`config.mk`:
```
export PLATFORM = sky130hd
export DESIGN_NAME = plar_fifo
export DESIGN_NICKNAME = d
export VERILOG_FILES = /design/src/rtl/plar_pkg.sv /design/src/rtl/plar_fifo.sv
export SDC_FILE = /design/constraint.sdc
export NUM_CORES = 1
export LEC_CHECK = 0
export ABC_AREA = 1
export BUFFER_PORTS_ARGS = -buffer_cell sky130_fd_sc_hd__buf_4
export CAP_MARGIN = 10
export CORE_AREA = 2 2 39 41
export CTS_CLUSTER_SIZE = 24
export DETAILED_ROUTE_END_ITERATION = 7
export DIE_AREA = 0 0 41 43
export GPL_TIMING_DRIVEN = 0
export SLEW_MARGIN = 20
export SYNTH_ARGS = -nofsm -noshare
export SYNTH_HDL_FRONTEND = slang
export SYNTH_SLANG_ARGS = --single-unit
```
`constraint.sdc`:
```
create_clock -name clock -period 1.95 [get_ports clock]
set_clock_uncertainty 0.2 [all_clocks]
set_input_delay 0.39 -clock clock [delete_from_list [all_inputs] [get_ports clock]]
set_output_delay 0.39 -clock clock [all_outputs]
set_load 0.05 [all_outputs]
```
`src/rtl/plar_pkg.sv`:
```
// Package with types and constants shared by the polyline arc-length resampler.
package plar_pkg;

   localparam int unsigned MAX_RUN_DEFAULT = 64;
   localparam int unsigned CMD_DEPTH       = 2;
   localparam int unsigned RSP_DEPTH       = 2;
   localparam logic [30:0] INTERVAL_RESET  = 31'd16777;

   typedef struct packed {
      logic        start_path;
      logic [31:0] vertex_x;
      logic [31:0] vertex_y;
      logic [31:0] vertex_z;
   } req_type;

   typedef struct packed {
      logic [31:0] sample_x;
      logic [31:0] sample_y;
      logic [31:0] sample_z;
      logic        last_of_run;
      logic        run_truncated;
   } rsp_type;

   typedef struct packed {
      logic             start_path;
      logic [2:0][31:0] prev;
      logic [2:0][32:0] mag;
      logic [2:0]       neg;
   } cmd_type;

endpackage

```
`src/rtl/plar_fifo.sv`:
```
// Small first-in first-out queue used between the stages and at the output.
module plar_fifo import plar_pkg::*; #(
   parameter int unsigned WIDTH = 1,
   parameter int unsigned DEPTH = 2
) (
   input  logic             clock,
   input  logic             reset,
   input  logic             push,
   input  logic [WIDTH-1:0] wdata,
   output logic             full,
   input  logic             pop,
   output logic [WIDTH-1:0] rdata,
   output logic             empty
);
   localparam int unsigned PW = (DEPTH > 1) ? $clog2(DEPTH) : 1;
   localparam int unsigned CW = $clog2(DEPTH + 1);

   logic [WIDTH-1:0] mem [DEPTH];
   logic [PW-1:0]    wptr_ff, rptr_ff;
   logic [CW-1:0]    count_ff;
   logic             do_push, do_pop;

   assign full    = (count_ff == CW'(DEPTH));
   assign empty   = (count_ff == '0);
   assign do_push = push && !full;
   assign do_pop  = pop && !empty;
   assign rdata   = mem[rptr_ff];

   always_ff @(posedge clock) begin
      if (do_push) begin
         mem[wptr_ff] <= wdata;
      end
   end

   always_ff @(posedge clock) begin
      if (reset) begin
         wptr_ff  <= '0;
         rptr_ff  <= '0;
         count_ff <= '0;
      end else begin
         if (do_push) begin
            wptr_ff <= (wptr_ff == PW'(DEPTH - 1)) ? '0 : wptr_ff + PW'(1);
         end
         if (do_pop) begin
            rptr_ff <= (rptr_ff == PW'(DEPTH - 1)) ? '0 : rptr_ff + PW'(1);
         end
         if (do_push && !do_pop) begin
            count_ff <= count_ff + CW'(1);
         end else if (do_pop && !do_push) begin
            count_ff <= count_ff - CW'(1);
         end
      end
   end
endmodule

```
-- Word level (Yosys, flattened, before mapping)
Memory sizes are Yosys's and may differ from the RTL's. A register that Yosys moved wholly into a read port is not among the register bits.
Index checks and enable logic that the tools add are counted.
W data, S select, Z words.
- $add $sub $neg: 4
- equality and inequality tests: 1
- muxes and demuxes: 8
- reductions and logical operators: 10
- operator list (kind ; number):
    $mux W1 ; 6
    $logic_and A1 B1 Y1 ; 4
    $logic_not A1 Y1 ; 4
    $mux W2 ; 2
    $add A1 B1 Y1 const B ; 2
    $add A2 B1 Y2 const B ; 1
    $eq A2 B2 Y1 const B ; 1
    $logic_not A2 Y1 ; 1
    $reduce_bool A2 Y1 ; 1
    $sub A2 B1 Y2 const B ; 1
- bits in registers: 4
- RAM bits: 2
- input bits: 5
- output and inout port bits: 3
- word-level logic and storage cells: 27
- memories kept: 1
- memories (memory ; depth ; width ; rd ports ; clocked after Yosys merged registers in ; write ports ; RTL line ; source):
    mem ; 2 ; 1 ; 1 ; 1 ; 1 ; plar_fifo.sv:18 ; logic [WIDTH-1:0] mem [DEPTH];

-- Logic depth before layout (Yosys ltp)
- word-level depth: 7
- gate-level depth with buffers: 10
- depth with buffers taken out: 10

-- Worst setup path after synthesis
OpenSTA, ideal clock, no wires.
- path type: register -> output
- start point: register count_ff[1]
- end point: output full
- data arrival time: 1.077 ns
- data required time: 1.360 ns
- slack: 0.283 ns
- cell stages (with the launch flop): 3
- path buffers: 0
- cell sequence: dfxtp_1 -> inv_2 -> nor2_1
- cells in the longest elaborated chain, start to end: 1
- RTL lines (what ; RTL line ; source):
    from (decl) ; plar_fifo.sv:20 ; logic [CW-1:0] count_ff;
    from (signal assigned) ; plar_fifo.sv:48 ; count_ff <= count_ff + CW'(1);
    from (signal assigned) ; plar_fifo.sv:50 ; count_ff <= count_ff - CW'(1);
    $eq A2 B2 Y1 ; plar_fifo.sv:23 ; assign full = (count_ff == CW'(DEPTH));
    to (decl) ; plar_fifo.sv:10 ; output logic full,
Every way passes these cells.

==> impl_metrics.py <==
metrics = {
    "sta": {
        "worst_pin_slew_ps": 252,
        "setup_violations": 0,
        "slew_viol_final": 0,
        "fin_ws_ps": 292,
        "min_period_ps": 1660,
        "rsz0062_at_grt": "false",
        "hold_viol": 0,
        "relSlewSlack": 0.832,
        "period_share": 0.850,
        "fmax_ghz": 0.603,
        "setup_tns_ps": 0,
    },
    "critical_path": {
        "crit_family": "multiplexers",
        "critPathKind": "flip-flop to output port",
        "crit_buf_inv": 1,
        "reg2reg_depth": 9,
        "path_max_fanout": 1,
        "worst-path-stages": 2,
        "rrSetupSlack_ps": 320,
        "cpMaxStageDelayCell": "mux2_2",
        "worstPathRequired_ps": 1360,
        "end_kind": "output port",
        "path_cells": "mux2_2, buf_4",
        "start_kind": "flip-flop",
        "slowest_delay_ps": 320,
        "arrival_ps": 1070,
    },
    "global_routing": {
        "grt.total_usage": 0.0915,
        "grt_antenna_before_repair": 0,
        "grt_first_pass_wirelength_microns": 972,
        "overflow": 0,
        "grt_pass1_vias": 271,
        "grt_max_degree": 7,
    },
    "placed_design": {
        "io_buffer_count": 7,
        "place_ws_ps": 335,
        "gp_congestion": 0.781,
        "dpl.hpwl_microns": 444,
    },
    "final_layout": {
        "drive_gt1_frac": 0.333,
        "nets": 58,
        "final_common_cell": "nor2_1",
        "num_antenna_cells": 0,
        "final_cell_mix": "nor2_1 (9), buf_4 (7), inv_1 (6)",
        "fillers": 158,
        "syn2layout_area_growth_pct": 30.5,
    },
    "power": {
        "p_int_mw": 0.384,
        "p_sw_frac": 0.444,
        "clockPowerShare": 0.188,
        "cellLeakagePower_nw": 0.197,
        "comb_power_share": 0.476,
        "vdd_ir_drop_max_mv": 0.529,
        "p_seq_frac": 0.336,
        "cellPowerDensity_mw_per_mm2": 1630,
        "p_sw_mw": 0.306,
    },
    "synth": {
        "yosys.cell_types.count": 16,
        "synthTopCellsByArea": "dfxtp_1 (31%), edfxtp_1 (19%), nor2_1 (10%)",
        "syn_area_sq_um": 324,
        "syn-num-nets": 46,
        "synth_area_leader_cell": "dfxtp_1",
        "yosys_warnings": 0,
        "syn_avg_cell_area_sq_um": 8.10,
        "yosysTopAreaCellShare": 0.309,
        "yosysSeqAreaShare": 0.494,
        "synth_seq_cells": 7,
        "synthCells": 40,
    },
    "flow_run": {
        "max-cap-violations": 0,
    },
    "floorplan": {
        "ios": 8,
        "die_x_microns": 41,
        "die_y_microns": 43,
        "dieArea_sq_mm": 0.00176,
        "row_count": 14,
        "start_util": 0.234,
        "core_sq_mm": 0.00138,
    },
    "route": {
        "vias": 283,
        "viasPerCell": 4.22,
        "drt-initial-drc-count": 4,
        "wirelength_microns": 542,
        "remaining_drc_errors": 0,
        "antenna_left": 0,
        "wl_per_cell_microns": 8.09,
        "first_pass_iters": 2,
    },
    "clocking": {
        "cts_sinks": 7,
        "tritoncts": "built",
        "cts_buffers": 3,
        "postCtsSetupBuffers": 0,
        "ctsResizeCount": 0,
        "cts.htree.levels": 1,
        "clock_latency_ps": 250,
        "cts.clk_slew.worst_paths_ps": 50,
        "ctsHoldBuffers": 0,
        "ctsRootBufferMaster": "clkbuf_4",
        "ctsLongestPathBuffers": 2,
    },
    "run_status": {
        "outcome": "completed",
    },
    "worst_hold_path": {
        "holdPathStages": 1,
        "hold_path_class": "input port to flip-flop",
    },
}
-- through the flow --
step | hold slack [ps] | area (sq um) | utilization | std cells | total power [mW]
2_1_floorplan | 274 | 324 | - | 40 | 0.484
3_3_place_gp | 294 | 397 | 0.287 | 63 | 0.557
3_5_place_dp | 304 | 397 | 0.287 | 63 | 0.565
4_1_cts | 117 | 423 | 0.306 | 67 | 0.701
5_1_grt | 112 | 423 | 0.306 | 67 | 0.754
6_report | 129 | 423 | 0.306 | 67 | 0.690
-- per-layer routing --
layer | GRT usage | vias up | wire length, microns
met2 | 0.131 | 3 | 306
met3 | 0.0471 | 0 | 21
met1 | 0.0809 | 132 | 214
li1 | - | 148 | -
met4 | 0.100 | 0 | 0
met5 | 0 | - | 0
-- synth_stat cells (all sizes together) --
cell type  number
o21ai           5
mux2            1
and2            1
inv             9
ha              1
nand2           4
nor2            9
nand4           1
edfxtp          2
dfxtp           5
a21oi           1
nand3           1
-- power by group through the flow --
stage / clock, mW / sequential, mW / combinational (mW)
floorplan: 0 / 0.227 / 0.257
global placement: 0 / 0.234 / 0.323
detailed placement: 0 / 0.235 / 0.330
CTS: 0.138 / 0.232 / 0.331
global route: 0.150 / 0.236 / 0.368
finish: 0.130 / 0.232 / 0.328
-- worst reg2reg max path: stages (launching register included) --
cell and delay [ps]:
dfxtp_1 410, inv_2 70, o21ai_2 200, inv_2 60, ha_1 300, inv_1 80, nand3_1 80, nand2_1 60
inv_1 30, nor2_1 80
-- layout make-up --
class / instances / area [sq um] / share of cell area
repair buffers: 7 / 52.6 / 0.124
clock buffers: 4 / 26.3 / 0.0621
inverters: 9 / 33.8 / 0.0799
well taps: 16 / 20.0 / 0.0473
multi-input cells: 24 / 130 / 0.308
flip-flops and latches: 7 / 160 / 0.379
-- logic make-up after synthesis --
family,count (synthesis),share of synthesized area
simple gates,16,0.212
buf+inv,9,0.104
flops,7,0.494
compound gates,6,0.116
mux,1,0.0347
fa+ha+maj,1,0.0386
-- worst paths after layout --
check,from,to
worst max-delay path,flip-flop,rdata
worst min-delay path,wdata,mem[1]$_DFFE_PP_
worst max register to register,count_ff[1]$_SDFFE_PP0P_,count_ff[1]$_SDFFE_PP0P_
worst min register to register,wptr_ff$_SDFFE_PP0N_,wptr_ff$_SDFFE_PP0N_
No activity file was read; power rests on OpenSTA's default activity.
